--- config.mk ---
export PLATFORM = sky130hd
export DESIGN_NAME = mcpwm_level
export DESIGN_NICKNAME = d
export VERILOG_FILES = /design/src/rtl/core/mcpwm_pkg.sv /design/src/rtl/core/mcpwm_level.sv
export SDC_FILE = /design/constraint.sdc
export NUM_CORES = 1
export LEC_CHECK = 0
export BUFFER_PORTS_ARGS = -buffer_cell sky130_fd_sc_hd__buf_2
export CORE_MARGIN = 4
export CORE_UTILIZATION = 53
export DETAILED_ROUTE_END_ITERATION = 7
export MAX_ROUTING_LAYER = met4
export PLACE_DENSITY = 0.9
export SLEW_MARGIN = 15
export SYNTH_ARGS = -nofsm -noshare
export SYNTH_HDL_FRONTEND = slang
export SYNTH_SLANG_ARGS = --single-unit
--- constraint.sdc ---
create_clock -name vclk -period 6.91
set_input_delay 0.691 -clock vclk [all_inputs]
set_output_delay 0.691 -clock vclk [all_outputs]
set_load 0.01 [all_outputs]
--- src/rtl/core/mcpwm_pkg.sv ---
// Shared types and constants of the multi-channel PWM block.
package mcpwm_pkg;

  localparam int REQ_W   = 2;
  localparam int IDX_W   = 6;
  localparam int WORD_W  = 32;
  localparam int PWM_W   = 4;
  localparam int SEL_W   = 2;
  localparam int SPARE_W = 4;

  // Bit positions inside the register words.
  localparam int BYPASS_LSB = 8;
  localparam int POL_LSB    = 8;
  localparam int SPARE_LSB  = 20;
  localparam int SEL_LSB    = 16;

  // Word indexes of the register map.
  localparam logic [IDX_W-1:0] WORD_MODE = 6'd0;
  localparam logic [IDX_W-1:0] WORD_DUTY = 6'd1;
  localparam logic [IDX_W-1:0] WORD_DIV  = 6'd17;
  localparam logic [IDX_W-1:0] WORD_POL  = 6'd32;

  typedef enum logic [REQ_W-1:0] {
    REQ_TICK  = 2'd0,
    REQ_WRITE = 2'd1,
    REQ_READ  = 2'd2,
    REQ_NONE  = 2'd3
  } req_t;

  // One decoded request as it is executed.
  typedef struct packed {
    logic              tick;
    logic              wr;
    logic              rd;
    logic [IDX_W-1:0]  idx;
    logic [WORD_W-1:0] data;
  } step_t;

endpackage

--- src/rtl/core/mcpwm_level.sv ---
// Channel level logic: divider selection, duty compare, bypass, enable and polarity.
module mcpwm_level import mcpwm_pkg::*; #(
  parameter int CHANNELS  = 4,
  parameter int DUTY_BITS = 12
) (
  input  logic [CHANNELS-1:0]                 enable,
  input  logic [CHANNELS-1:0]                 bypass,
  input  logic [CHANNELS-1:0]                 polarity,
  input  logic [CHANNELS-1:0][DUTY_BITS-1:0]  duty,
  input  logic [CHANNELS-1:0][SEL_W-1:0]      choice,
  input  logic [CHANNELS-1:0][DUTY_BITS-1:0]  phase,
  output logic [PWM_W-1:0]                    level
);

  // Only as many dividers as the selector can name, and only the first
  // channels reach the output.
  localparam int SEL_N = (CHANNELS < (1 << SEL_W)) ? CHANNELS : (1 << SEL_W);
  localparam int OUT_N = (CHANNELS < PWM_W) ? CHANNELS : PWM_W;

  always_comb begin
    logic [DUTY_BITS-1:0] ph;
    logic                 bit_v;
    level = '0;
    for (int c = 0; c < OUT_N; c++) begin
      ph = '0;
      for (int d = 0; d < SEL_N; d++) begin
        if (choice[c] == SEL_W'(d)) begin
          ph = phase[d];
        end
      end
      bit_v = 1'b0;
      if (enable[c]) begin
        bit_v = bypass[c] | (ph < duty[c]);
      end
      level[c] = bit_v ^ polarity[c];
    end
  end

endmodule

# Yosys cells after proc, flatten, opt, wreduce, memory -nomap -nowiden
# Index checks and enable logic that the tools add are counted.
# classes
n_mux	20
magnitude_cmp	4
bitwise_logic	8
eq_ne	12
reduce_logical	4
# ops
operator	n
$mux 12	16
$lt 12x12->1	4
$eq 2x2->1 const B	8
$eq 2x1->1 const B	4
$logic_not 2->1	4
$mux 1	4
$or 1x1->1	4
$xor 1x1->1	4
# totals
wordCells	48
input_bits	116
regBits	0
output_inout_bits	4

# Longest topological paths before layout
# Gate-level depths: netlist of run 1.
# depth
word_depth	9
mapped_depth	8
ltp_nobuf	7

# Worst setup path after synthesis of run 1
# OpenSTA, ideal clock, no wires.
# synth_timing
kind	in2out
start	input port choice[4] (netlist bit)
end	output port level[2]
n_path_buf	1
t_arrival_ps	2892
path_slack_ps	3327
path_stages	8
t_required_ps	6219
cell_sequence	buf_2 mux4_2 ha_1 and2_1 a221o_1 a41oi_1 nor3_1 or3_1
# synth_via
elab_chain_len	9
word_cells_on_any_way	12
cone_classes	1 x order compare; 3 x eq/ne; 5 x mux; 2 x bitwise; 1 x reduce/logical
# synth_rtl
element	line	text
from (decl)	mcpwm_level.sv:10	input logic [CHANNELS-1:0][SEL_W-1:0] choice,
$logic_not 2->1	mcpwm_level.sv:27	if (choice[c] == SEL_W'(d)) begin
$mux 12 (3 in a row)	mcpwm_level.sv:27	
$mux 12 (*)	mcpwm_level.sv:27	
$lt 12x12->1 (*)	mcpwm_level.sv:33	bit_v = bypass[c] | (ph < duty[c]);
$or 1x1->1 (*)	mcpwm_level.sv:33	
$mux 1 (*)	mcpwm_level.sv:32	if (enable[c]) begin
$xor 1x1->1 (*)	mcpwm_level.sv:35	level[c] = bit_v ^ polarity[c];
to (decl)	mcpwm_level.sv:12	output logic [PWM_W-1:0] level
# Mark *: on every way between the ends. The rest lies on a longest branch, timed or not.

# Worst setup path after layout of run 1
# layout_timing
start	input port choice[2] (netlist bit)
end	output port level[1]
# Same word-level chain as after synthesis.

==> summary.md, run 1 <==
* result of the run: finished, final reports clean
* largest stage delay on the critical path: 580 ps
* number of input and output port buffers inserted: 120
* Layout clock buffers: 0
* via count of the first global-routing pass: 2,643
* sequential cell area fraction in the yosys report: 0%
* Core Footprint: 4410 um^2
* cell type with the highest occurrence count on the critical path: buf_2
* max-cap viol count: 0
* endpoint required time on the critical path: 6220 ps
* count of instances resized after the clock tree is built: 0
* buffers and inverters on the worst path: 2
* antenna violations before repair: 0
* 1st-iter DRT viols: 168
* Hold Violations, Final: 0
* total detailed-routing wirelength: 7470 um
* worst path arrival time: 3210 ps
* Site Rows: 24
* total gr overflow: 0
* fin worst setup slack: 3010 ps
* number of pins exceeding their max-slew limit in the final report: 0
* number of filler cells placed in the layout: 352
* CP Max Fanout: 12
* via/cell ratio: 6.39
* unrepaired setup endpoints after global routing: false
* Register Area: 0 um^2
* count of nets after finishing: 522
* sort of element at the start of the critical path: primary input
* endpoint kind of the worst setup timing path: output pin
* relative max-transition margin: 69.4%
* area taken by multi-input logic gates: 2240 um^2
* setup slack after placement: 2990 ps
* Min Clock Period, post-route: 3900 ps
* GRT Total Usage: 25.2%
* depth of the critical timing path with buffers and inverters included: 9
* number of warning messages in the yosys log: 0
* effective utilization at floorplan: 55.6%
* FF+latch count: 0
* destination of the critical timing path: level[1]
* width of the die: 76.1 um
* global-route wire length before repair: 12,100 um
* Max IR drop VDD: 0.0474 mV
* maximum clock frequency: 256 MHz
* final setup vio count: 0
* I/O Pins: 120
* worst hold-check path type: primary input to output pin
* per-cell routed wire length: 18.1 um
* setup total negative slack: 0 ps
* critical path class: primary input to output pin
* distinct cell type count of the synthesized netlist: 34
* Critical-path top delay cell: mux4_2
* detailed-route via count: 2,634
* routability cong.: 0.949
* Post-CTS Setup Repair Bufs: 0
* PD cells: 73.5 nW/um^2
* die area: 5790 um^2
* fraction of final layout cells with drive strength greater than 1: 47.5%
* period utilization: 56.5%
* leakage dissipation: 1.55 nW
* cell count after synthesis: 248
* First-pass DRT Iterations: 5
* Top delay family on crit path: compound AO/OA/AOI/OAI gates
* number of buffers inserted for hold repair after clock tree synthesis: 0
* total inserted antenna cells: 0
* maximum number of pins on one net before global-route repair: 14
* Chip Height: 76.1 um
* critical-path cell list: buf_2 -> mux4_2 -> ha_1 -> a211oi_1 -> o21ai_0 -> o2111ai_1 -> o221ai_1 -> or3b_1 -> buf_2
* residual antenna-violating net count after detailed routing: 0
* post-synthesis area per instance: 9.90 um^2
* HPWL Detailed: 6500 um
* DRC violation count after routing: 0
* Setup crit start: choice[2]
* signed area change from the synthesized netlist to the final layout: 25.7%
* synthesized net count: 408
* transition time at the pin with the least slew margin: 459 ps
* netlist area before placement: 2460 um^2
## routing by layer
metal	vias to the layer above	GRT usage (%)	part of all wire, %
li1	1225	-	-
met1	1261	31.2	37
met5	-	-	0
met2	137	45.9	52
met3	11	2.13	8.9
met4	0	3.32	1.8
## power breakdown
group          switching (mW)  total [mW]  internal, mW
combinational           0.110       0.227         0.117
clock                       0           0             0
sequential                  0           0             0
## final cells by class
class                           count  area share (%)
Inverter                           48            5.84
Multi-Input combinational cell    192            72.6
Tap cell                           52            2.11
Timing Repair Buffer              120            19.5
## layout by cell type, fill, tap and decap left out, types with 2 or more instances in the layout
master,Yosys,final
a211oi_1,8,8
o2111a_1,2,2
nand2b_1,5,5
o211ai_1,6,6
o21ai_0,8,8
or2_2,3,3
nand3b_1,2,2
a31oi_1,2,2
o2111ai_1,2,2
ha_1,44,44
or3_1,3,3
o221ai_1,3,3
buf_2,4,120
mux2i_1,6,6
mux4_2,45,45
a21oi_1,9,9
nand3_1,11,11
nand2_1,7,7
inv_1,48,48
nand4_1,9,9
nor3_1,5,5
## through the flow
stage	cell area (um^2)	hold slack, ps	power, mW	std cells	utilization, %
after floorplan	2460	1540	0.142	248	-
after detailed placement	3090	1760	0.223	412	69.9
final	3090	1760	0.227	412	69.9
after global placement	3090	1760	0.212	412	69.9
after global routing	3090	1800	0.251	412	69.9
after CTS	3090	1760	0.224	412	69.9
## worst min path at each step
stage	startpoint	depth (start not counted)	to	slack, ps
CTS	enable[3]	4	level[3]	1760
finish	enable[3]	4	level[3]	1760
global placement	enable[3]	4	level[3]	1760
global route	enable[3]	4	level[3]	1800
detailed placement	enable[3]	4	level[3]	1760
floorplan	enable[3]	2	level[3]	1540
## cells by family after synthesis
family,count (synthesis),synth area share [%]
buf+inv,56,8.76
mux,51,43.7
simple gates,52,12.3
fa+ha+maj,44,22.4
compound gates,45,12.8
## cells in the mapped netlist
master	n	area [um^2]
nand2b_4	1	13.8
o2111a_1	2	22.5
or3_1	3	18.8
nand4_1	9	56.3
nor3_1	5	25.0
mux2i_1	6	60.1
o2111ai_1	2	17.5
ha_1	44	551
buf_2	4	20.0
o221a_2	1	11.3
a211oi_1	8	60.1
a31oi_1	2	12.5
o221ai_1	3	26.3
nor2b_1	1	6.26
nand3_2	1	10.0
or3b_1	1	8.76
and3_1	1	6.26
nand3b_1	2	15.0
a221o_1	1	10.0
clkbuf_1	4	15.0
o21ai_0	8	40.0
inv_1	48	180
o21a_1	1	7.51
nand3_1	11	55.1
nand2_1	7	26.3
nand2b_1	5	31.3
nor2_1	1	3.75
a221oi_1	1	8.76
a21oi_1	9	45.0
a41oi_1	1	8.76
or2_2	3	18.8
and2_1	1	6.26
o211ai_1	6	45.0
mux4_2	45	1010
(Power assumes the default switching activity.)
==> run 2: changes to the inputs <==
- CORE_UTILIZATION: 53 -> 49
- PLACE_DENSITY: 0.9 -> 0.84
- clock period: 6.91 -> 3.8 ns (I/O delays scaled with it)
==> run 2 against run 1 <==
- design area is 0.61% higher
- critical path type unchanged
- clock-buffer cell count stayed put
- die area grew 7.3%
- final cell count up 3.6%
- global-route usage decreased by 1.3 points
- total power grew 78%
==> summary.md, run 2 (same netlist as run 1, synthesis figures left out) <==
* worst hold-check path type: primary input to output pin
* buffers and inverters on the worst path: 2
* maximum number of pins on one net before global-route repair: 14
* commonest cells after routing, fill and taps aside: buf_2 (120), inv_1 (48), mux4_2 (45), ha_1 (44), nand3_1 (11)
* setup slack after placement: 480 ps
* total inserted antenna cells: 0
* DRC violation count after routing: 0
* HPWL Detailed: 6340 um
* 1st-iter DRT viols: 172
* number of buffers inserted for hold repair after clock tree synthesis: 0
* relative max-transition margin: 69.6%
* cell type with the highest occurrence count on the critical path: buf_2
* signed area change from the synthesized netlist to the final layout: 26.4%
* I/O Pins: 120
* number of pins exceeding their max-slew limit in the final report: 0
* most frequent standard cell in the layout excluding fill and tap cells: buf_2
* largest stage delay on the critical path: 570 ps
* endpoint kind of the worst setup timing path: output pin
* global-route wire length before repair: 11,600 um
* effective utilization at floorplan: 51.3%
* worst path arrival time: 2920 ps
* result of the run: finished, final reports clean
* transition time at the pin with the least slew margin: 456 ps
* antenna violations before repair: 0
* critical path class: primary input to output pin
* number of filler cells placed in the layout: 411
* endpoint required time on the critical path: 3420 ps
* Max IR drop VDD: 0.0653 mV
* final setup vio count: 0
* met1 Usage GRT: 29.6%
* sort of element at the start of the critical path: primary input
* maximum clock frequency: 303 MHz
* die area: 6210 um^2
* Site Rows: 25
* Critical-path top delay cell: mux4_2
* fin worst setup slack: 502 ps
* Post-CTS Setup Repair Bufs: 0
* detailed-route via count: 2,548
* routability cong.: 0.935
* Top delay family on crit path: simple AND/OR/NAND/NOR gates
* total detailed-routing wirelength: 7220 um
* total gr overflow: 0
* count of nets after finishing: 522
* FF+latch count: 0
* per-cell routed wire length: 16.9 um
* Chip Height: 78.8 um
* number of placed instances with taps included: 427
* PD cells: 130 nW/um^2
* Layout clock buffers: 0
* setup total negative slack: 0 ps
* max-cap viol count: 0
* residual antenna-violating net count after detailed routing: 0
* First-pass DRT Iterations: 4
* width of the die: 78.8 um
* number of input and output port buffers inserted: 120
* final cell count without fillers: 427
* layer with the highest usage after global routing: met2
* count of instances resized after the clock tree is built: 0
* met3 usage in global routing: 2.15%
* critical-path cell list: buf_2 -> mux4_2 -> ha_1 -> and2_1 -> a221o_1 -> a41oi_1 -> nor3_1 -> or3_1 -> buf_2
* via count of the first global-routing pass: 2,520
* Min Clock Period, post-route: 3300 ps
* via/cell ratio: 5.97
* CP Max Fanout: 13
* Register Area: 0 um^2
* unrepaired setup endpoints after global routing: false
* Hold Violations, Final: 0
* Core Footprint: 4790 um^2
* met2 track demand over resource: 43.5%
* GRT Total Usage: 23.9%
* fraction of final layout cells with drive strength greater than 1: 47.5%
* period utilization: 86.8%
* leakage dissipation: 1.55 nW
run 2: cell counts in the layout (fill, tap and decap cells not counted):
Identical to the previous run, type by type.
run 2: routing by layer:
| metal | vias up | wire length, um |
|---|---|---|
| met5 | - | 0 |
| met1 | 1181 | 2780 |
| li1 | 1230 | - |
| met3 | 8 | 704 |
| met4 | 0 | 99 |
| met2 | 129 | 3640 |
run 2: stage by stage:
stage                     utilization [%]  total power [mW]  hold WS (ps)  instance area (um^2)
final                                64.9             0.405          1140                  3110
after global routing                 64.9             0.452          1150                  3110
after CTS                            64.9             0.405          1140                  3110
after detailed placement             64.9             0.402          1140                  3110
after global placement               64.9             0.392          1150                  3110
after floorplan                         -             0.259           922                  2460
run 2: cell type report:
class | instances | area [um^2] | share of cell area [%]
inverter | 48 | 180 | 5.80
multi-input combinational | 192 | 2240 | 72.2
tap | 67 | 83.8 | 2.70
timing repair buffer | 120 | 601 | 19.3
run 2: power by group:
group | leakage [nW] | switching [mW] | internal, mW
combinational | 1.55 | 0.193 | 0.211
sequential | 0 | 0 | 0
clock | 0 | 0 | 0
run 2: worst paths after layout:
kind / start / cells after the start / slack [ps] / endpoint
min: enable[3] / 4 / 1140 / level[3]
max: choice[4] / 9 / 500 / level[2]
