[src/rtl/core/mcpwm_pkg.sv]
// Shared types and constants of the multi-channel PWM block.
package mcpwm_pkg;

  localparam int REQ_W   = 2;
  localparam int IDX_W   = 6;
  localparam int WORD_W  = 32;
  localparam int PWM_W   = 4;
  localparam int SEL_W   = 2;
  localparam int SPARE_W = 4;

  // Bit positions inside the register words.
  localparam int BYPASS_LSB = 8;
  localparam int POL_LSB    = 8;
  localparam int SPARE_LSB  = 20;
  localparam int SEL_LSB    = 16;

  // Word indexes of the register map.
  localparam logic [IDX_W-1:0] WORD_MODE = 6'd0;
  localparam logic [IDX_W-1:0] WORD_DUTY = 6'd1;
  localparam logic [IDX_W-1:0] WORD_DIV  = 6'd17;
  localparam logic [IDX_W-1:0] WORD_POL  = 6'd32;

  typedef enum logic [REQ_W-1:0] {
    REQ_TICK  = 2'd0,
    REQ_WRITE = 2'd1,
    REQ_READ  = 2'd2,
    REQ_NONE  = 2'd3
  } req_t;

  // One decoded request as it is executed.
  typedef struct packed {
    logic              tick;
    logic              wr;
    logic              rd;
    logic [IDX_W-1:0]  idx;
    logic [WORD_W-1:0] data;
  } step_t;

endpackage

[src/rtl/core/mcpwm_div.sv]
// Prescaled dividers: one prescaler and one phase counter per divider.
module mcpwm_div import mcpwm_pkg::*; #(
  parameter int CHANNELS     = 4,
  parameter int DUTY_BITS    = 12,
  parameter int DIVIDER_BITS = 18
) (
  input  logic                                  clk,
  input  logic                                  rst_n,
  input  step_t                                 step,
  input  logic [CHANNELS-1:0][DIVIDER_BITS-1:0] period,
  output logic [CHANNELS-1:0][DUTY_BITS-1:0]    phase_nxt
);

  for (genvar d = 0; d < CHANNELS; d++) begin : g_div
    logic [DIVIDER_BITS-1:0] count_r;
    logic [DIVIDER_BITS-1:0] count_nxt;
    logic [DUTY_BITS-1:0]    phase_r;
    logic [DUTY_BITS-1:0]    ph_nxt;
    logic [DIVIDER_BITS:0]   count_inc;

    assign count_inc = {1'b0, count_r} + {{DIVIDER_BITS{1'b0}}, 1'b1};

    // A count that already sits at or above a lowered period wraps here as well.
    always_comb begin
      count_nxt = count_r;
      ph_nxt    = phase_r;
      if (step.tick && (period[d] != '0)) begin
        if (count_inc >= {1'b0, period[d]}) begin
          count_nxt = '0;
          ph_nxt    = phase_r + {{(DUTY_BITS-1){1'b0}}, 1'b1};
        end else begin
          count_nxt = count_inc[DIVIDER_BITS-1:0];
        end
      end
    end

    assign phase_nxt[d] = ph_nxt;

    always_ff @(posedge clk) begin
      if (!rst_n) begin
        count_r <= '0;
        phase_r <= '0;
      end else begin
        count_r <= count_nxt;
        phase_r <= ph_nxt;
      end
    end
  end

endmodule

[config.mk]
export PLATFORM = sky130hd
export DESIGN_NAME = mcpwm_div
export DESIGN_NICKNAME = d
export VERILOG_FILES = /design/src/rtl/core/mcpwm_pkg.sv /design/src/rtl/core/mcpwm_div.sv
export SDC_FILE = /design/constraint.sdc
export NUM_CORES = 1
export LEC_CHECK = 0
export BUFFER_PORTS_ARGS = -buffer_cell sky130_fd_sc_hd__buf_2
export CORE_MARGIN = 2
export CORE_UTILIZATION = 62
export DETAILED_ROUTE_END_ITERATION = 8
export PLACE_DENSITY_LB_ADDON = 0.08
export SLEW_MARGIN = 15
export SYNTH_ARGS = -nofsm -noshare
export SYNTH_HDL_FRONTEND = slang
export SYNTH_SLANG_ARGS = --single-unit
[constraint.sdc]
create_clock -name clk -period 6.6 [get_ports clk]
set_clock_uncertainty 0.2 [all_clocks]
set_input_delay 1.32 -clock clk [delete_from_list [all_inputs] [get_ports clk]]
set_output_delay 1.32 -clock clk [all_outputs]
set_load 0.02 [all_outputs]
==> Word-level counts from Yosys, hierarchy flattened <==
Index checks and enable logic that the tools add are counted.
{ "totals": {"word_cells": 40, "reg_bits": 120, "output_inout_bits": 48} }
{ "op_classes": {"reduce_logical": 8, "magnitude_cmp": 4, "n_addsub": 8, "mux": 12} }
{ "ops": {"columns": ["op", "n"], "rows": [
  ["12-bit 2-to-1 mux", 8],
  ["18-bit by 1-bit adder with 19-bit output, second input constant", 4],
  ["19-bit by 18-bit greater-or-equal comparator with 1-bit output", 4],
  ["18-bit 2-to-1 mux", 4],
  ["18-bit nonzero test", 4],
  ["12-bit by 1-bit adder with 12-bit output, second input constant", 4],
  ["1-bit logical AND", 4]
]} }

==> Logic depth before layout (Yosys ltp) <==
Gate-level depths: netlist of run 1.
{ "depth": {"depth_word": 4, "ltp_mapped": 18, "mapped_depth_nobuf": 15} }

==> Worst setup path after synthesis of run 1 <==
No wires, ideal clock.
{ "synth_timing": {"kind": "reg-to-output", "startpoint": "register g_div[3].count_r[0]", "endpoint": "output phase_nxt[47] in the netlist's numbering", "arrival_ns": 3.619, "path_stages_with_launch": 18, "path_buffers": 2, "path_slack_ns": 1.461, "path_cell_list": "dfxtp_1 ha_1 and2_1 and4_1 buf_2 nand2_1 nor2_1 nand3_1 xnor2_1 ha_1 nand3_1 or2_2 o31ai_1 a311oi_2 buf_4 a211oi_1 nand3_1 xnor2_1"} }
{ "synth_lines": {"columns": ["item", "line_no", "source"], "rows": [
  ["start: declaration", "mcpwm_div.sv:15", "logic [DIVIDER_BITS-1:0] count_r;"],
  ["start signal: assignment", "mcpwm_div.sv:44", "count_r <= count_nxt;"],
  ["end: declaration", "mcpwm_div.sv:11", "output logic [CHANNELS-1:0][DUTY_BITS-1:0] phase_nxt"]
]} }

==> results of run 1 <==
state kept, by name (all words and copies together) (netlist names):
signal,cells
g_div.count_r,72
g_div.phase_r,48
routing by layer:
metal,global-route usage,share of wire
met5,0,0
met4,0.0745,0.010
met3,0.0543,0.047
met2,0.472,0.47
met1,0.361,0.47
critical path: stages, from the launching register on:
cell and delay [ps]:
dfxtp_1 430, and3_1 240, and3_1 320, nand3_1 280, nor2_1 260, and3_1 240
xor2_1 90, ha_1 300, nand3_1 110, or2_2 330, o31ai_1 280, a311oi_2 80
buf_4 200, a21oi_1 370, mux2_2 400, buf_2 160
worst min-delay path by stage:
| stage | depth (start not counted) | end | startpoint | slack (ps) |
|---|---|---|---|---|
| 6_report | 2 | g_div[0].count_r[14]$_SDFFE_PN0P_ | g_div[0].count_r[14]$_SDFFE_PN0P_ | 270 |
| 5_1_grt | 2 | g_div[3].count_r[8]$_SDFFE_PN0P_ | g_div[3].count_r[8]$_SDFFE_PN0P_ | 310 |
| 4_1_cts | 2 | g_div[0].count_r[14]$_SDFFE_PN0P_ | g_div[0].count_r[14]$_SDFFE_PN0P_ | 280 |
| 3_5_place_dp | 2 | g_div[0].count_r[14]$_SDFFE_PN0P_ | g_div[0].count_r[14]$_SDFFE_PN0P_ | 270 |
| 3_3_place_gp | 2 | g_div[0].count_r[14]$_SDFFE_PN0P_ | g_div[0].count_r[14]$_SDFFE_PN0P_ | 260 |
| 2_1_floorplan | 2 | g_div[0].count_r[1]$_SDFFE_PN0P_ | g_div[0].count_r[1]$_SDFFE_PN0P_ | 250 |
power groups by stage:
stage | clock network [W] | logic (W) | registers [W]
2_1_floorplan | 0 | 0.0000868 | 0.000748
3_3_place_gp | 0 | 0.000134 | 0.000749
3_5_place_dp | 0 | 0.000137 | 0.000750
4_1_cts | 0.000985 | 0.000138 | 0.000734
5_1_grt | 0.00101 | 0.000156 | 0.000734
6_report | 0.000973 | 0.000138 | 0.000734
metrics by stage:
step,std cells,hold WS (ps),utilization
2_1_floorplan,1152,249,-
3_3_place_gp,1408,263,0.676
3_5_place_dp,1408,268,0.676
4_1_cts,1440,276,0.718
5_1_grt,1440,310,0.718
6_report,1440,274,0.718
final cells by class:
| cell class | count | area (sq um) | area share |
|---|---|---|---|
| multi-input cells | 896 | 6180 | 0.594 |
| flip-flops and latches | 120 | 2400 | 0.231 |
| repair buffers | 132 | 686 | 0.0659 |
| clock buffers | 17 | 425 | 0.0409 |
| inverters | 76 | 285 | 0.0274 |
| well taps | 184 | 230 | 0.0221 |
| clock inverters | 15 | 191 | 0.0184 |
kinds of logic after synthesis:
group,synth area share
buffers and inverters,0.0637
DFF,0.263
muxes,0.0369
AOI/OAI and AO/OA,0.138
xor gates and xnor gates,0.0986
adders and majority gates,0.109
and+or+nand+nor,0.290
layout by cell type (no fill, tap or decap), types with 7 or more instances in the layout:
cell type | synthesis | final
nand3b_1 | 9 | 9
dfxtp_1 | 120 | 120
a21o_1 | 12 | 12
or3_1 | 12 | 12
nor2_1 | 29 | 29
buf_2 | 16 | 122
o31ai_1 | 8 | 7
nor4_1 | 18 | 18
nor3_1 | 10 | 10
o21ai_0 | 25 | 25
nand2_1 | 140 | 140
o22ai_1 | 11 | 11
nand2b_1 | 26 | 26
or4_1 | 9 | 9
o21a_1 | 9 | 9
a31oi_1 | 12 | 12
xnor2_1 | 59 | 59
and4_1 | 8 | 8
and2_1 | 26 | 26
a21oi_1 | 82 | 82
inv_1 | 76 | 75
buf_4 | 5 | 10
mux2i_1 | 27 | 27
and3_1 | 28 | 28
clkbuf_16 | 0 | 17
xor2_1 | 44 | 44
nand3_1 | 104 | 104
nand4_1 | 32 | 32
ha_1 | 80 | 80
==> results.json, run 1 <==
{
  "status": "finished, final reports clean",
  "async_flop_share": 0,
  "grt_overflow": 0,
  "drt-initial-drc-count": 444,
  "hp-class": "flop to flop",
  "grt_pass1_vias": 8091,
  "syn_avg_cell_area_sq_um": 7.94,
  "wl_um": 21600,
  "finalWorstSetupSlack_ps": 581,
  "clockBufferDepth": 2,
  "ys_warn_count": 0,
  "synth-edff-count": 0,
  "powerDensity_nw_per_um2": 177,
  "synth_cell_types": 69,
  "postRouteAntennaNets": 0,
  "numCtsBuffers": 17,
  "seqPwrFrac": 0.398,
  "antenna_found_initial": 0,
  "yosysTopAreaCell": "dfxtp_1",
  "rsz0062_at_grt": "no",
  "power_switching_w": 0.000463,
  "grt_pass1_wl_um": 36800,
  "layout.nets": 1438,
  "crit_arrival_ps": 4500,
  "synth.ff_latch_count": 120,
  "fillers": 1201,
  "report.final.hold_viol_count": 0,
  "p_comb_frac": 0.075,
  "cts.repair.resized": 0,
  "p_int_w": 0.00138,
  "criticalPathCategory": "flop to primary output",
  "final_cell_area_sq_um": 10400,
  "synth_top_cell_area_share": 0.263,
  "r2r_cells": 15,
  "viasPerCell": 5.86,
  "cts_tree": "done",
  "reg2reg_to": "g_div[3].phase_r[1]$_SDFF_PN0_",
  "ys_seq_area_frac": 0.263,
  "clkLatencyLatePin_ps": 420,
  "fin_setup_tns_ps": 0,
  "swShare": 0.251,
  "hpwl_um": 15700,
  "num_rows": 44,
  "drv_cap": 0,
  "crit_path_max_fanout": 11,
  "leakagePower_nw": 4.84,
  "globalplace.congestion": 0.847,
  "syn_to_final_growth_pct": 13.6,
  "io_pins": 163,
  "placed_area_sq_um": 9780,
  "pre_cts_slack_ps": 1130,
  "cts.sinks": 120,
  "slew_viol_final": 0,
  "clkTransAtPathRegs_ps": 60,
  "coreArea_sq_um": 14500,
  "setup_violations": 0,
  "r2r_setup_slack_ps": 2220,
  "diodes": 0,
  "syn_area_sq_um": 9150,
  "grt_max_degree": 98,
  "peakVddDrop_mv": 0.234,
  "p_clk_frac": 0.527,
  "die_x_um": 125,
  "dieArea_sq_um": 15700,
  "startpoint": "g_div[3].count_r[2]$_SDFFE_PN0P_",
  "startpoint_type": "flop",
  "r2r-start": "g_div[3].count_r[2]$_SDFFE_PN0P_",
  "yosysMostFrequentCell": "nand2_1",
  "start_util": 0.632,
  "cp.required_ps": 5080,
  "vias": 8444,
  "dr.pass1.iters": 5,
  "maxSlewHeadroom": 0.362,
  "netlist_top_cells_count": "140 x nand2_1, 120 x dfxtp_1, 104 x nand3_1",
  "drt-wirelength-per-cell_um": 15.0,
  "root_buffer": "clkbuf_16",
  "max_freq_mhz": 166,
  "synthFlopType": "dfxtp_1",
  "power_w": 0.00184,
  "min_period_over_period": 0.912,
  "post_cts_buffers": 0,
  "groute.usage.overall": 0.278,
  "syn_nets": 1347,
  "min_period_ps": 6020,
  "endpoint": "phase_nxt[37]",
  "worst_setup_path_end_kind": "primary output",
  "htreeDepth": 4,
  "remaining_drc_errors": 0,
  "worst_slew_pin_slew_ps": 957,
  "cts_hold_buf": 0,
  "portBuffers": 122,
  "ys_top_cells_by_area": "dfxtp_1 26%, ha_1 11%, nand2_1 5.7%",
  "synthCells": 1152,
  "die_y_um": 125,
  "drive_above_1_share": 0.162
}
No activity file was read; power rests on OpenSTA's default activity.
==> run 2: changes to the inputs <==
Settings changed: PLACE_DENSITY from default to 0.93, PLACE_DENSITY_LB_ADDON 0.08 to default.
==> run 2 against run 1 <==
Compared with the run above:
- power rose by 3.0%
- critical path depth rose by 2
- setup slack got worse by 130 ps
- utilization rose by 0.31 points
- combinational power barely moved
- design area rose by 0.43%
- critical endpoint is now phase_nxt[38]
- largest cell class unchanged
- largest power group unchanged
==> results.json, run 2 (synthesized netlist as in run 1, its figures left out) <==
{
  "post_cts_buffers": 0,
  "worst_slew_pin_slew_ps": 935,
  "coreArea_sq_um": 14500,
  "crit_family": "simple AND/OR/NAND/NOR gates",
  "criticalPathCategory": "flop to primary output",
  "cts_tree": "done",
  "min_period_ps": 6150,
  "num_rows": 44,
  "layout.nets": 1439,
  "root_buffer": "clkbuf_16",
  "globalplace.congestion": 0.879,
  "grt_overflow": 0,
  "reg_top3": "g_div.count_r (72), g_div.phase_r (48)",
  "cp.required_ps": 5080,
  "syn_to_final_growth_pct": 14.1,
  "crit_buf_inv": 2,
  "report.final.hold_viol_count": 0,
  "status": "finished, final reports clean",
  "powerDensity_nw_per_um2": 182,
  "crit_chain": "ha_1 -> and2_1 -> and4_1 -> nand2_1 -> nor2_1 -> nand3_1 -> xnor2_1 -> ha_1 -> nand3_1 -> or2_2 -> o31ai_1 -> a311oi_2 -> buf_4 -> a21oi_1 -> nand2_1 -> xnor2_1 -> buf_2",
  "dieArea_sq_um": 15700,
  "r2r-start": "g_div[0].count_r[2]$_SDFFE_PN0P_",
  "layout_commonest_cell": "nand2_1",
  "groute.usage.overall": 0.290,
  "max_stage_delay_ps": 410,
  "remaining_drc_errors": 0,
  "min_to": "g_div[0].phase_r[11]$_SDFF_PN0_",
  "hold_depth": 2,
  "numCtsBuffers": 17,
  "drive_above_1_share": 0.161,
  "startpoint_type": "flop",
  "drt-initial-drc-count": 725,
  "fillers": 1111,
  "final_cells": 1441,
  "r2r_setup_slack_ps": 2160,
  "clkLatencyLatePin_ps": 420,
  "slew_viol_final": 0,
  "most-common-layout-cells": "140 x nand2_1, 122 x buf_2, 120 x dfxtp_1",
  "hp-start": "g_div[0].phase_r[11]$_SDFF_PN0_",
  "io_pins": 163,
  "reg2reg_to": "g_div[0].count_r[13]$_SDFFE_PN0P_",
  "largest_reg_flops": 72,
  "diodes": 0,
  "clkTransAtPathRegs_ps": 50,
  "min_period_over_period": 0.931,
  "leakagePower_nw": 4.87,
  "crit_slowest_cell": "dfxtp_1",
  "drt-wirelength-per-cell_um": 15.8,
  "max_freq_mhz": 163,
  "crit_arrival_ps": 4630,
  "maxSlewHeadroom": 0.376,
  "dr.pass1.iters": 6,
  "cts.repair.resized": 0,
  "viasPerCell": 6.07,
  "portBuffers": 122,
  "hpwl_um": 16000,
  "postRouteAntennaNets": 0,
  "wl_um": 22800,
  "die_y_um": 125,
  "clockBufferDepth": 2,
  "grt_pass1_wl_um": 38400,
  "start_util": 0.632,
  "cts.sinks": 120,
  "r2r_cells": 14,
  "fin_setup_tns_ps": 0,
  "vias": 8740,
  "worst_setup_path_end_kind": "primary output",
  "grt_max_degree": 99,
  "crit_path_max_fanout": 11,
  "rsz0062_at_grt": "no",
  "grt_pass1_vias": 8365,
  "drv_cap": 0,
  "largest-register": "g_div.count_r",
  "setup_violations": 0,
  "hp-class": "flop to flop",
  "peakVddDrop_mv": 0.196,
  "die_x_um": 125,
  "htreeDepth": 4,
  "cts_hold_buf": 0,
  "antenna_found_initial": 0,
  "placed_cells": 1409
}
run 2: cell count changes in the layout (fill, tap and decap cells not counted), sizes merged:
| cell | change |
|---|---|
| clkinv | +1 |
| inv | -5 |
| buf | +1 |
| bufinv | +2 |
| clkinvlp | -1 |
| clkbuf | +3 |
run 2: stage by stage:
| stage | instance area [sq um] | hold WS [ps] | worst slack (ps) | power (W) | util |
|---|---|---|---|---|---|
| floorplan | 9150 | 249 | 1460 | 0.000834 | - |
| global placement | 9790 | 259 | 1010 | 0.000880 | 0.676 |
| detailed placement | 9790 | 273 | 913 | 0.000887 | 0.676 |
| CTS | 10400 | 283 | 419 | 0.00191 | 0.721 |
| global route | 10400 | 305 | 30.7 | 0.00196 | 0.721 |
| finish | 10400 | 284 | 452 | 0.00190 | 0.721 |
run 2: layer usage:
metal | vias to the layer above | share of wire | track usage
met5 | - | 0 | 0
met4 | 0 | 0.026 | 0.111
met3 | 62 | 0.057 | 0.0638
met2 | 285 | 0.48 | 0.495
met1 | 4126 | 0.43 | 0.358
li1 | 4267 | - | -
run 2: how the worst max path moves through the flow:
stage	endpoint	startpoint	depth (start not counted)	slack, ps
6_report	phase_nxt[38]	g_div[3].count_r[0]$_SDFFE_PN0P_	17	450
5_1_grt	phase_nxt[38]	g_div[3].count_r[0]$_SDFFE_PN0P_	17	30
3_3_place_gp	phase_nxt[38]	g_div[3].count_r[0]$_SDFFE_PN0P_	17	1010
4_1_cts	phase_nxt[38]	g_div[3].count_r[0]$_SDFFE_PN0P_	17	420
2_1_floorplan	phase_nxt[47]	g_div[3].count_r[0]$_SDFFE_PN0P_	17	1460
3_5_place_dp	phase_nxt[38]	g_div[3].count_r[0]$_SDFFE_PN0P_	17	910
run 2: layout make-up:
cell class	instances	area [sq um]	area share
multi-input cells	896	6180	0.592
flip-flops and latches	120	2400	0.230
repair buffers	133	693	0.0664
clock buffers	20	457	0.0437
inverters	76	285	0.0273
well taps	184	230	0.0220
clock inverters	12	198	0.0189
run 2: power breakdown:
part / internal, W / switching, W
combinational: 0.0000523 / 0.0000870
sequential: 0.000729 / 0.00000550
clock: 0.000688 / 0.000338
total: 0.00147 / 0.000431
run 2: worst reg2reg max path: stages, from the launching register on:
cell,delay [ps]
dfxtp_1,470
nand3_1,250
nor2_2,320
and3_1,360
nand3_1,170
xnor2_1,210
ha_1,270
nand4_1,170
nor4_1,90
o21a_1,170
o21ai_0,140
nor4bb_4,790
buf_4,410
a21bo_1,240
a21oi_1,120
