<file path="config.mk">
export PLATFORM = sky130hd
export DESIGN_NAME = mcpwm_regs
export DESIGN_NICKNAME = d
export VERILOG_FILES = /design/src/rtl/core/mcpwm_pkg.sv /design/src/rtl/core/mcpwm_regs.sv
export SDC_FILE = /design/constraint.sdc
export NUM_CORES = 1
export LEC_CHECK = 0
export ABC_AREA = 0
export BUFFER_PORTS_ARGS = -buffer_cell sky130_fd_sc_hd__buf_4
export CAP_MARGIN = 20
export CELL_PAD_IN_SITES_DETAIL_PLACEMENT = 1
export CELL_PAD_IN_SITES_GLOBAL_PLACEMENT = 2
export CORE_MARGIN = 1
export CORE_UTILIZATION = 33
export CTS_BUF_LIST = sky130_fd_sc_hd__clkbuf_8
export DETAILED_ROUTE_END_ITERATION = 8
export GPL_ROUTABILITY_DRIVEN = 0
export GPL_TIMING_DRIVEN = 0
export PLACE_DENSITY = 0.93
export SLEW_MARGIN = 0
export SYNTH_ARGS = -nofsm -noshare
export SYNTH_HDL_FRONTEND = slang
export SYNTH_SLANG_ARGS = --single-unit
export TNS_END_PERCENT = 50
</file>
<file path="constraint.sdc">
create_clock -name clk -period 6.2 [get_ports clk]
set_input_delay 1.55 -clock clk [delete_from_list [all_inputs] [get_ports clk]]
set_output_delay 1.55 -clock clk [all_outputs]
set_load 0.05 [all_outputs]
</file>
<file path="src/rtl/core/mcpwm_pkg.sv">
// Shared types and constants of the multi-channel PWM block.
package mcpwm_pkg;

  localparam int REQ_W   = 2;
  localparam int IDX_W   = 6;
  localparam int WORD_W  = 32;
  localparam int PWM_W   = 4;
  localparam int SEL_W   = 2;
  localparam int SPARE_W = 4;

  // Bit positions inside the register words.
  localparam int BYPASS_LSB = 8;
  localparam int POL_LSB    = 8;
  localparam int SPARE_LSB  = 20;
  localparam int SEL_LSB    = 16;

  // Word indexes of the register map.
  localparam logic [IDX_W-1:0] WORD_MODE = 6'd0;
  localparam logic [IDX_W-1:0] WORD_DUTY = 6'd1;
  localparam logic [IDX_W-1:0] WORD_DIV  = 6'd17;
  localparam logic [IDX_W-1:0] WORD_POL  = 6'd32;

  typedef enum logic [REQ_W-1:0] {
    REQ_TICK  = 2'd0,
    REQ_WRITE = 2'd1,
    REQ_READ  = 2'd2,
    REQ_NONE  = 2'd3
  } req_t;

  // One decoded request as it is executed.
  typedef struct packed {
    logic              tick;
    logic              wr;
    logic              rd;
    logic [IDX_W-1:0]  idx;
    logic [WORD_W-1:0] data;
  } step_t;

endpackage

</file>
<file path="src/rtl/core/mcpwm_regs.sv">
// Register file: mode, polarity, duty and divider period words with read decode.
module mcpwm_regs import mcpwm_pkg::*; #(
  parameter int CHANNELS     = 4,
  parameter int DUTY_BITS    = 12,
  parameter int DIVIDER_BITS = 18
) (
  input  logic                                   clk,
  input  logic                                   rst_n,
  input  step_t                                  step,
  output logic [CHANNELS-1:0]                    enable_nxt,
  output logic [CHANNELS-1:0]                    bypass_nxt,
  output logic [CHANNELS-1:0]                    polarity_nxt,
  output logic [CHANNELS-1:0][DUTY_BITS-1:0]     duty_nxt,
  output logic [CHANNELS-1:0][SEL_W-1:0]         choice_nxt,
  output logic [CHANNELS-1:0][DIVIDER_BITS-1:0]  period,
  output logic [WORD_W-1:0]                      rd_data
);

  logic [CHANNELS-1:0]                   enable_r;
  logic [CHANNELS-1:0]                   bypass_r;
  logic [SPARE_W-1:0]                    spare_r;
  logic [SPARE_W-1:0]                    spare_nxt;
  logic [CHANNELS-1:0]                   polarity_r;
  logic [CHANNELS-1:0][DUTY_BITS-1:0]    duty_r;
  logic [CHANNELS-1:0][SEL_W-1:0]        choice_r;
  logic [CHANNELS-1:0][DIVIDER_BITS-1:0] period_r;
  logic [CHANNELS-1:0][DIVIDER_BITS-1:0] period_nxt;

  always_comb begin
    enable_nxt   = enable_r;
    bypass_nxt   = bypass_r;
    spare_nxt    = spare_r;
    polarity_nxt = polarity_r;
    duty_nxt     = duty_r;
    choice_nxt   = choice_r;
    period_nxt   = period_r;
    if (step.wr) begin
      if (step.idx == WORD_MODE) begin
        enable_nxt = step.data[CHANNELS-1:0];
        bypass_nxt = step.data[BYPASS_LSB +: CHANNELS];
        spare_nxt  = step.data[SPARE_LSB +: SPARE_W];
      end
      if (step.idx == WORD_POL) begin
        polarity_nxt = step.data[POL_LSB +: CHANNELS];
      end
      for (int c = 0; c < CHANNELS; c++) begin
        if (step.idx == WORD_DUTY + IDX_W'(c)) begin
          duty_nxt[c]   = step.data[DUTY_BITS-1:0];
          choice_nxt[c] = step.data[SEL_LSB +: SEL_W];
        end
        if (step.idx == WORD_DIV + IDX_W'(c)) begin
          period_nxt[c] = step.data[DIVIDER_BITS-1:0];
        end
      end
    end
  end

  always_comb begin
    rd_data = '0;
    if (step.rd) begin
      if (step.idx == WORD_MODE) begin
        rd_data[CHANNELS-1:0]              = enable_r;
        rd_data[BYPASS_LSB +: CHANNELS]    = bypass_r;
        rd_data[SPARE_LSB +: SPARE_W]      = spare_r;
      end
      if (step.idx == WORD_POL) begin
        rd_data[POL_LSB +: CHANNELS] = polarity_r;
      end
      for (int c = 0; c < CHANNELS; c++) begin
        if (step.idx == WORD_DUTY + IDX_W'(c)) begin
          rd_data[DUTY_BITS-1:0]     = duty_r[c];
          rd_data[SEL_LSB +: SEL_W]  = choice_r[c];
        end
        if (step.idx == WORD_DIV + IDX_W'(c)) begin
          rd_data[DIVIDER_BITS-1:0] = period_r[c];
        end
      end
    end
  end

  assign period = period_r;

  always_ff @(posedge clk) begin
    if (!rst_n) begin
      enable_r   <= '0;
      bypass_r   <= '0;
      spare_r    <= '0;
      polarity_r <= '0;
      duty_r     <= '0;
      choice_r   <= '0;
      period_r   <= '0;
    end else begin
      enable_r   <= enable_nxt;
      bypass_r   <= bypass_nxt;
      spare_r    <= spare_nxt;
      polarity_r <= polarity_nxt;
      duty_r     <= duty_nxt;
      choice_r   <= choice_nxt;
      period_r   <= period_nxt;
    end
  end

endmodule

</file>
; Word-level counts from Yosys, hierarchy flattened
; Cells that the tools add are included.
; Widths: inputs -> output; s select.
[classes]
add_sub_neg = 0
mul = 0
div = 0
n_lt_le_gt_ge = 0
eq_ne = 9
shift = 0
mux = 34
n_bitwise = 0
reduce_logical = 6
[op_table]
columns = cell, count
row1 = $mux 12, 8
row2 = $mux 18, 5
row3 = $mux 48, 1
row4 = $mux 4, 11
row5 = $eq 6x5->1 const B, 4
row6 = $mux 2, 8
row7 = $eq 6x2->1 const B, 2
row8 = $reduce_and 2->1, 5
row9 = $mux 8, 1
row10 = $eq 6x1->1 const B, 1
row11 = $eq 6x3->1 const B, 1
row12 = $eq 6x6->1 const B, 1
row13 = $logic_not 6->1, 1
[totals]
ff_bits = 144
latch_bits = 0
ram_bits = 0
rom_bits = 0
inputBits = 43
out_inout_bits = 172
word_cells = 65
memories = 0

; Logic depth before layout (Yosys ltp)
; Gate-level depths: netlist of the first run.
[logic_depth]
depth_word = 12
ltp_mapped = 9
ltp_nobuf = 5

; Worst setup path after synthesis of the first run
; Ideal clock, no wire load.
[synth_timing]
path_kind = input to output
from = input step[35] (netlist name)
to = output rd_data[11]
arrival_ps = 3939
required_ps = 4650
setup_slack_ps = 711
cell_stages = 7
n_path_buf = 2
path_cell_list = or4b_1 buf_2 nor2_1 buf_2 a22oi_1 and4_1 nor3_1
[synth_via]
elab_chain_len = 12
elab_cells_between_ends = 21
cone_classes = eq/ne: 9 / mux: 11 / reduce/logical: 1
[synth_lines]
columns = element, line
row1 = from (decl), mcpwm_regs.sv:9  ; input step_t step,
row2 = $logic_not 6->1, mcpwm_regs.sv:61  ; if (step.idx == WORD_MODE) begin
row3 = $mux 4, mcpwm_regs.sv:61
row4 = $mux 4, mcpwm_regs.sv:66  ; if (step.idx == WORD_POL) begin
row5 = $mux 12, mcpwm_regs.sv:70  ; if (step.idx == WORD_DUTY + IDX_W'(c)) begin
row6 = $mux 18, mcpwm_regs.sv:74  ; if (step.idx == WORD_DIV + IDX_W'(c)) begin
row7 = $mux 12, mcpwm_regs.sv:70
row8 = $mux 18, mcpwm_regs.sv:74
row9 = $mux 12, mcpwm_regs.sv:70
row10 = $mux 18, mcpwm_regs.sv:74
row11 = $mux 12, mcpwm_regs.sv:70
row12 = $mux 18 *, mcpwm_regs.sv:74
row13 = $mux 18 *, mcpwm_regs.sv:60  ; if (step.rd) begin
row14 = to (decl), mcpwm_regs.sv:16  ; output logic [WORD_W-1:0] rd_data
; Every way passes the cells marked *; elsewhere a longest branch is shown, timed or not.

; Final worst setup path of the first run
[layout_timing]
from = input step[35] (netlist name)
to = output rd_data[4]
[layout_via]
elab_chain_len = 10
elab_cells_between_ends = 17
cone_classes = eq/ne: 8 / mux: 9
[layout_lines]
columns = element, line
row1 = $eq 6x1->1, mcpwm_regs.sv:70
row2 = $mux 12, mcpwm_regs.sv:70
row3 = $mux 18, mcpwm_regs.sv:74
row4 = $mux 12, mcpwm_regs.sv:70
row5 = $mux 18, mcpwm_regs.sv:74
row6 = $mux 12, mcpwm_regs.sv:70
row7 = $mux 18, mcpwm_regs.sv:74
row8 = $mux 12, mcpwm_regs.sv:70
row9 = $mux 18 *, mcpwm_regs.sv:74
row10 = $mux 18 *, mcpwm_regs.sv:60
; Marks and branches as above.

==> out/metrics.cfg, run 1 <==
[final_layout]
final_nets = 1021
diodes = 0
area_growth_syn_to_layout_pct = 29.7
layout-drive-gt1-share_pct = 32.9
fillCellCount = 2469

[worst_hold_path]
hold-path-cell-count = 2
hold_start = period[65]
hold_class = flip-flop to flip-flop
hold-path-endpoint = period[65]

[drt]
viasPerCell = 5.29
drt_iter0_drc = 297
drtPass1Iterations = 6
wl_per_cell_um = 21.8
antenna_left = 0
drc = 0
finalWirelength_um = 27500
via_count = 6665

[clocking]
path_clk_slew_ps = 80
worstSkewPairLatency_ps = 470
clock-sinks = 144
htree_levels = 4
numCtsBuffers = 17
root_buffer = clkbuf_8
cts_hold_buf = 0
tritoncts = yes
cts-resized-gates = 0
cts_setup_buffers = 0
clockBufferDepth = 2

[synthesis]
synth.avg_cell_area_um2 = 9.10
synthArstFlopShare_pct = 0
synth_area_mm2 = 0.00696
ys_seq_area_share_pct = 41.4
yosys_warnings = 0
synth_cell_types = 53
dominantRegCellSynth = dfxtp_1
synth_edf_count = 0
ys_ff_latch = 144
synth_cells = 765

[sta]
max_freq_ghz = 0.177
slew_headroom_pct = 38.5
rsz0062_at_grt = no
tns_ps = 0
fin_crit_sh_pct = 91.0
drv_slew = 0
finalHoldViolCount = 0
setup_violations = 0
skew_ps = 0
fin_ws_ps = 559
hold_ws_ps = 482
worstMarginPinSlew_ps = 910
fin_crit_ps = 5640

[critical_path]
crit_type = primary input to output pin
r2r-start = duty_r[1]
cp_data_arrival_time_ps = 4090
start_kind = primary input
ff2ff_setup_slack_ps = 5310
r2r-end = duty_r[1]
crit_fanout = 10
endpoint_kind = output pin
reg2reg_depth = 2
required_ps = 4650

[placement]
post-place-ws_ps = 612
hpwl_um = 20900
io_buffers = 184

[pwr]
finalPower_uw = 1740
power_density_mw_per_mm2 = 193
p_leak_uw = 0.00393
max-vdd-ir-drop_mv = 0.136

[outcome]
status = completed

[global_routing]
grt_pass1_vias = 6683
grt_max_degree = 17
grt_use_total_pct = 25.7
grt_pass1_wl_um = 41100
antenna_found_initial = 1
grt-ovfl-total = 0

[floorplanning]
die_h_um = 147
initial_core_util_pct = 34.1
die_x_um = 147
rows = 52
core_mm2 = 0.0204
dieArea_mm2 = 0.0217
ios = 215

[run]
cap_violations = 0

cell usage in the layout, fill, tap and decap left out, types with 7 or more instances in the layout:
| cell type | instances |
|---|---|
| buf_2 | 19 |
| a21oi_1 | 10 |
| and2_1 | 71 |
| mux2i_1 | 9 |
| o221ai_1 | 9 |
| a22oi_1 | 12 |
| conb_1 | 10 |
| and3_1 | 10 |
| nand2_1 | 168 |
| dfxtp_1 | 144 |
| nor2_1 | 13 |
| a21boi_0 | 71 |
| inv_1 | 7 |
| o21ai_0 | 12 |
| clkbuf_8 | 18 |
| clkbuf_1 | 31 |
| o22ai_1 | 11 |
| buf_4 | 196 |
| mux2_4 | 26 |
| mux2_2 | 42 |
| nor3_1 | 8 |
layout make-up:
class	instances	area, um^2	area share, %
multi-input cells	563	3760	41.7
flip-flops and latches	144	2880	31.9
repair buffers	185	1390	15.4
plain buffers	66	345	3.82
well taps	270	338	3.74
clock buffers	18	248	2.74
clock inverters	13	61.3	0.679
inverters	1	3.75	0.0416
per-layer routing:
| metal | wire length (um) | track usage [%] | part of all wire [%] | vias up |
|---|---|---|---|---|
| li1 | - | - | - | 3077 |
| met1 | 11800 | 32.3 | 43 | 3285 |
| met2 | 12800 | 41.7 | 47 | 257 |
| met3 | 2140 | 7.24 | 7.8 | 46 |
| met4 | 744 | 9.59 | 2.7 | 0 |
| met5 | 0 | 0 | 0 | - |
where the power goes:
| group | switching, uW | leakage, uW | internal [uW] | total (uW) |
|---|---|---|---|---|
| clock | 369 | 0.000189 | 271 | 641 |
| sequential | 2.93 | 0.00116 | 928 | 931 |
| combinational | 119 | 0.00258 | 51.4 | 171 |
worst max path at each step:
stage	from	to	slack, ps	depth (start not counted)
global placement	step[35]	rd_data[3]	400	7
finish	step[35]	rd_data[4]	560	7
CTS	step[35]	rd_data[4]	620	7
floorplan	step[35]	rd_data[11]	710	7
detailed placement	step[35]	rd_data[4]	610	7
global route	step[35]	rd_data[4]	440	7
synthesized netlist by cell type (2+ instances only):
cell type | number | share of area [%]
nand2_1 | 168 | 9.1
dfxtp_1 | 144 | 41
a21boi_0 | 71 | 7.7
and2_1 | 71 | 6.4
mux2_2 | 42 | 6.8
clkbuf_1 | 31 | 1.7
mux2_4 | 26 | 5.6
buf_2 | 18 | 1.3
nor2_1 | 13 | 0.70
a22oi_1 | 12 | 1.3
buf_4 | 12 | 1.3
o21ai_0 | 12 | 0.86
o22ai_1 | 11 | 0.99
a21oi_1 | 10 | 0.72
and3_1 | 10 | 0.90
mux2i_1 | 9 | 1.3
o221ai_1 | 9 | 1.1
nor3_1 | 8 | 0.58
a221o_1 | 6 | 0.86
a221oi_1 | 6 | 0.75
nor2b_1 | 6 | 0.54
a2111oi_0 | 5 | 0.63
a22o_1 | 5 | 0.63
buf_6 | 4 | 0.65
nand3_1 | 4 | 0.29
nor4_1 | 4 | 0.36
or3_1 | 4 | 0.36
a211oi_1 | 3 | 0.32
a31oi_1 | 3 | 0.27
nand2_2 | 3 | 0.27
nand3b_1 | 3 | 0.32
nor2_4 | 3 | 0.49
nor3b_1 | 3 | 0.32
o21a_1 | 3 | 0.32
o31ai_1 | 3 | 0.32
nand2b_1 | 2 | 0.18
o211ai_1 | 2 | 0.22
per-stage QoR:
step / utilization, % / std cells / instance area [um^2]
final: 44.2 / 1260 / 9030
after global routing: 44.2 / 1260 / 9030
after CTS: 44.2 / 1260 / 9030
after detailed placement: 42.7 / 1229 / 8720
after global placement: 42.7 / 1228 / 8720
after floorplan: - / 774 / 7000
registers in the layout, summed over array words and instances (netlist names):
register / count
period: 72
duty_r: 48
choice_r: 8
bypass_r: 4
enable_r: 4
polarity_r: 4
spare_r: 4
cells by family after synthesis:
group / share of synthesized area [%]
other: 0.0539
buffers and inverters: 5.01
flip-flops: 41.4
AND/OR/NAND/NOR: 22.2
multiplexers: 13.7
AO/OA/AOI/OAI: 17.6
worst max-delay path: stages:
cell      delay, ps
buf_4           140
nor4b_1         800
nand3_1         630
o211ai_1        260
a211oi_1        110
o31ai_1         330
buf_4           270
Note: power is estimated with default switching activity, not from simulation.
==> inputs of run 2 (changes only) <==
- CORE_UTILIZATION: 33 -> 31
- PLACE_DENSITY: 0.93 -> 0.88
- clock period: 6.2 -> 5.4 ns (I/O delays scaled with it)
==> run 2 against run 1 <==
Compared with the run above: routed wire length is 1.5% higher; clock power increased by 61%; clock skew unchanged; critical path depth up 1; sequential power up 15%; critical path type unchanged.
==> out/metrics.cfg, run 2 (synthesized netlist as in run 1, its figures left out) <==
[global_routing]
antenna_found_initial = 0  ; was 1
grt-ovfl-total = 0  ; unchanged
grt_max_degree = 17  ; unchanged
grt_use_total_pct = 24.1  ; was 25.7%
grt_pass1_wl_um = 41800  ; was 41100 um
grt_pass1_vias = 6702  ; was 6683

[clocking]
clockBufferDepth = 2  ; unchanged
clock-sinks = 144  ; unchanged
htree_levels = 4  ; unchanged
worstSkewPairLatency_ps = 460  ; was 470 ps
tritoncts = yes  ; unchanged
root_buffer = clkbuf_8  ; unchanged
cts_hold_buf = 0  ; unchanged
path_clk_slew_ps = 90  ; was 80 ps
numCtsBuffers = 17  ; unchanged

[floorplanning]
rows = 54  ; was 52
ios = 215  ; unchanged
dieArea_mm2 = 0.0231  ; was 0.0217 mm^2
initial_core_util_pct = 31.8  ; was 34.1%
die_x_um = 152  ; was 147 um
die_h_um = 152  ; was 147 um
core_mm2 = 0.0219  ; was 0.0204 mm^2

[pwr]
p_leak_uw = 0.00398  ; was 0.00393 uW
power_density_mw_per_mm2 = 250  ; was 193 mW/mm^2
max-vdd-ir-drop_mv = 0.129  ; was 0.136 mV

[final_layout]
final_nets = 1021  ; unchanged
layout-drive-gt1-share_pct = 33.5  ; was 32.9%
multi_input_area_mm2 = 0.00377  ; was 0.00376 mm^2
diodes = 0  ; unchanged
largest_register_ffs = 72  ; unchanged
layout_commonest_cell = buf_4  ; unchanged
final_core_util_pct = 42.1  ; was 44.2%
seq_area_mm2 = 0.00288  ; unchanged
most-common-layout-cells = buf_4 (196), nand2_1 (168), dfxtp_1 (144)  ; unchanged
fillCellCount = 2615  ; was 2469
area_growth_syn_to_layout_pct = 32.3  ; was 29.7%

[sta]
rsz0062_at_grt = no  ; unchanged
setup_violations = 0  ; unchanged
worstMarginPinSlew_ps = 733  ; was 910 ps
hold_ws_ps = 488  ; was 482 ps
finalHoldViolCount = 0  ; unchanged
drv_slew = 0  ; unchanged
slew_headroom_pct = 51.1  ; was 38.5%
fin_crit_sh_pct = 96.0
max_freq_ghz = 0.193
fin_crit_ps = 5190
skew_ps = 0  ; unchanged

[drt]
viasPerCell = 5.21  ; was 5.29
antenna_left = 0  ; unchanged
drt_iter0_drc = 300  ; was 297
via_count = 6613  ; was 6665
drtPass1Iterations = 5  ; was 6
drc = 0  ; unchanged
finalWirelength_um = 27900  ; was 27500 um
wl_per_cell_um = 22.0  ; was 21.8 um

[outcome]
status = completed  ; unchanged

[critical_path]
reg2reg_depth = 2  ; unchanged
endpoint_kind = output pin  ; unchanged
cp_data_arrival_time_ps = 3840  ; was 4090 ps
start_kind = primary input  ; unchanged
required_ps = 4050  ; was 4650 ps
crit_fanout = 10  ; unchanged
crit_type = primary input to output pin  ; unchanged

[worst_hold_path]
hold_class = flip-flop to flip-flop  ; unchanged
hold-path-cell-count = 2  ; unchanged

[placement]
hpwl_um = 21200  ; was 20900 um
io_buffers = 184  ; unchanged

[run]
cap_violations = 0  ; unchanged

run 2: changes by cell type in the layout (fill, tap and decap cells not counted), sizes merged:
cell,change
bufinv,+5
clkbuf,+3
clkinv,-5
clkinvlp,+2
inv,-5
run 2: layer usage:
metal  global-route usage [%]  wire length (um)  vias to the layer above
met5                        0                 0                        -
met4                     9.67               870                        0
met3                     6.25              1900                       43
met2                     39.4             13100                      219
met1                     30.0             12000                     3279
li1                         -                 -                     3072
run 2: area by class of cell:
class                   count  area share (%)
plain buffers              66            3.75
clock buffers              21            3.14
clock inverters            10            1.98
inverters                   1          0.0407
multi-input cells         563            40.9
flip-flops and latches    144            31.3
well taps                 280            3.80
repair buffers            185            15.1
run 2: worst paths after layout:
path / startpoint / endpoint / slack [ps]
worst max-delay path: step[35] / rd_data[17] / 210
worst min-delay path: period[65] / period[65] / 490
worst max register to register: choice_r[7] / choice_r[7] / 4500
worst min register to register: period[65] / period[65] / 490
run 2: worst max-delay path, cell delays in order:
cell	delay, ps
buf_4	150
or4b_1	500
buf_2	220
nor2_4	280
clkbuf_1	520
a221oi_1	210
a31oi_1	330
buf_4	260
run 2: power breakdown:
group	switching, uW	internal (uW)	leakage [uW]	total, uW
clock	439	596	0.000235	1030
combinational	136	59.1	0.00258	195
sequential	3.48	1070	0.00116	1070
total	579	1720	0.00398	2300
run 2: what timing repair did:
action	CTS	global route
gates resized for setup	0	1
buffers inserted	0	0
setup endpoints to repair	0	1
run 2: stage by stage:
step	instance area [um^2]	power, uW	setup WS [ps]	setup TNS [ps]	cells
detailed placement	8730	1290	248	0	1239
finish	9210	2300	215	0	1270
global route	9210	2360	99.8	0	1270
CTS	9210	2300	226	0	1270
global placement	8730	1290	-79.1	-79.1	1238
floorplan	7000	1210	311	0	774
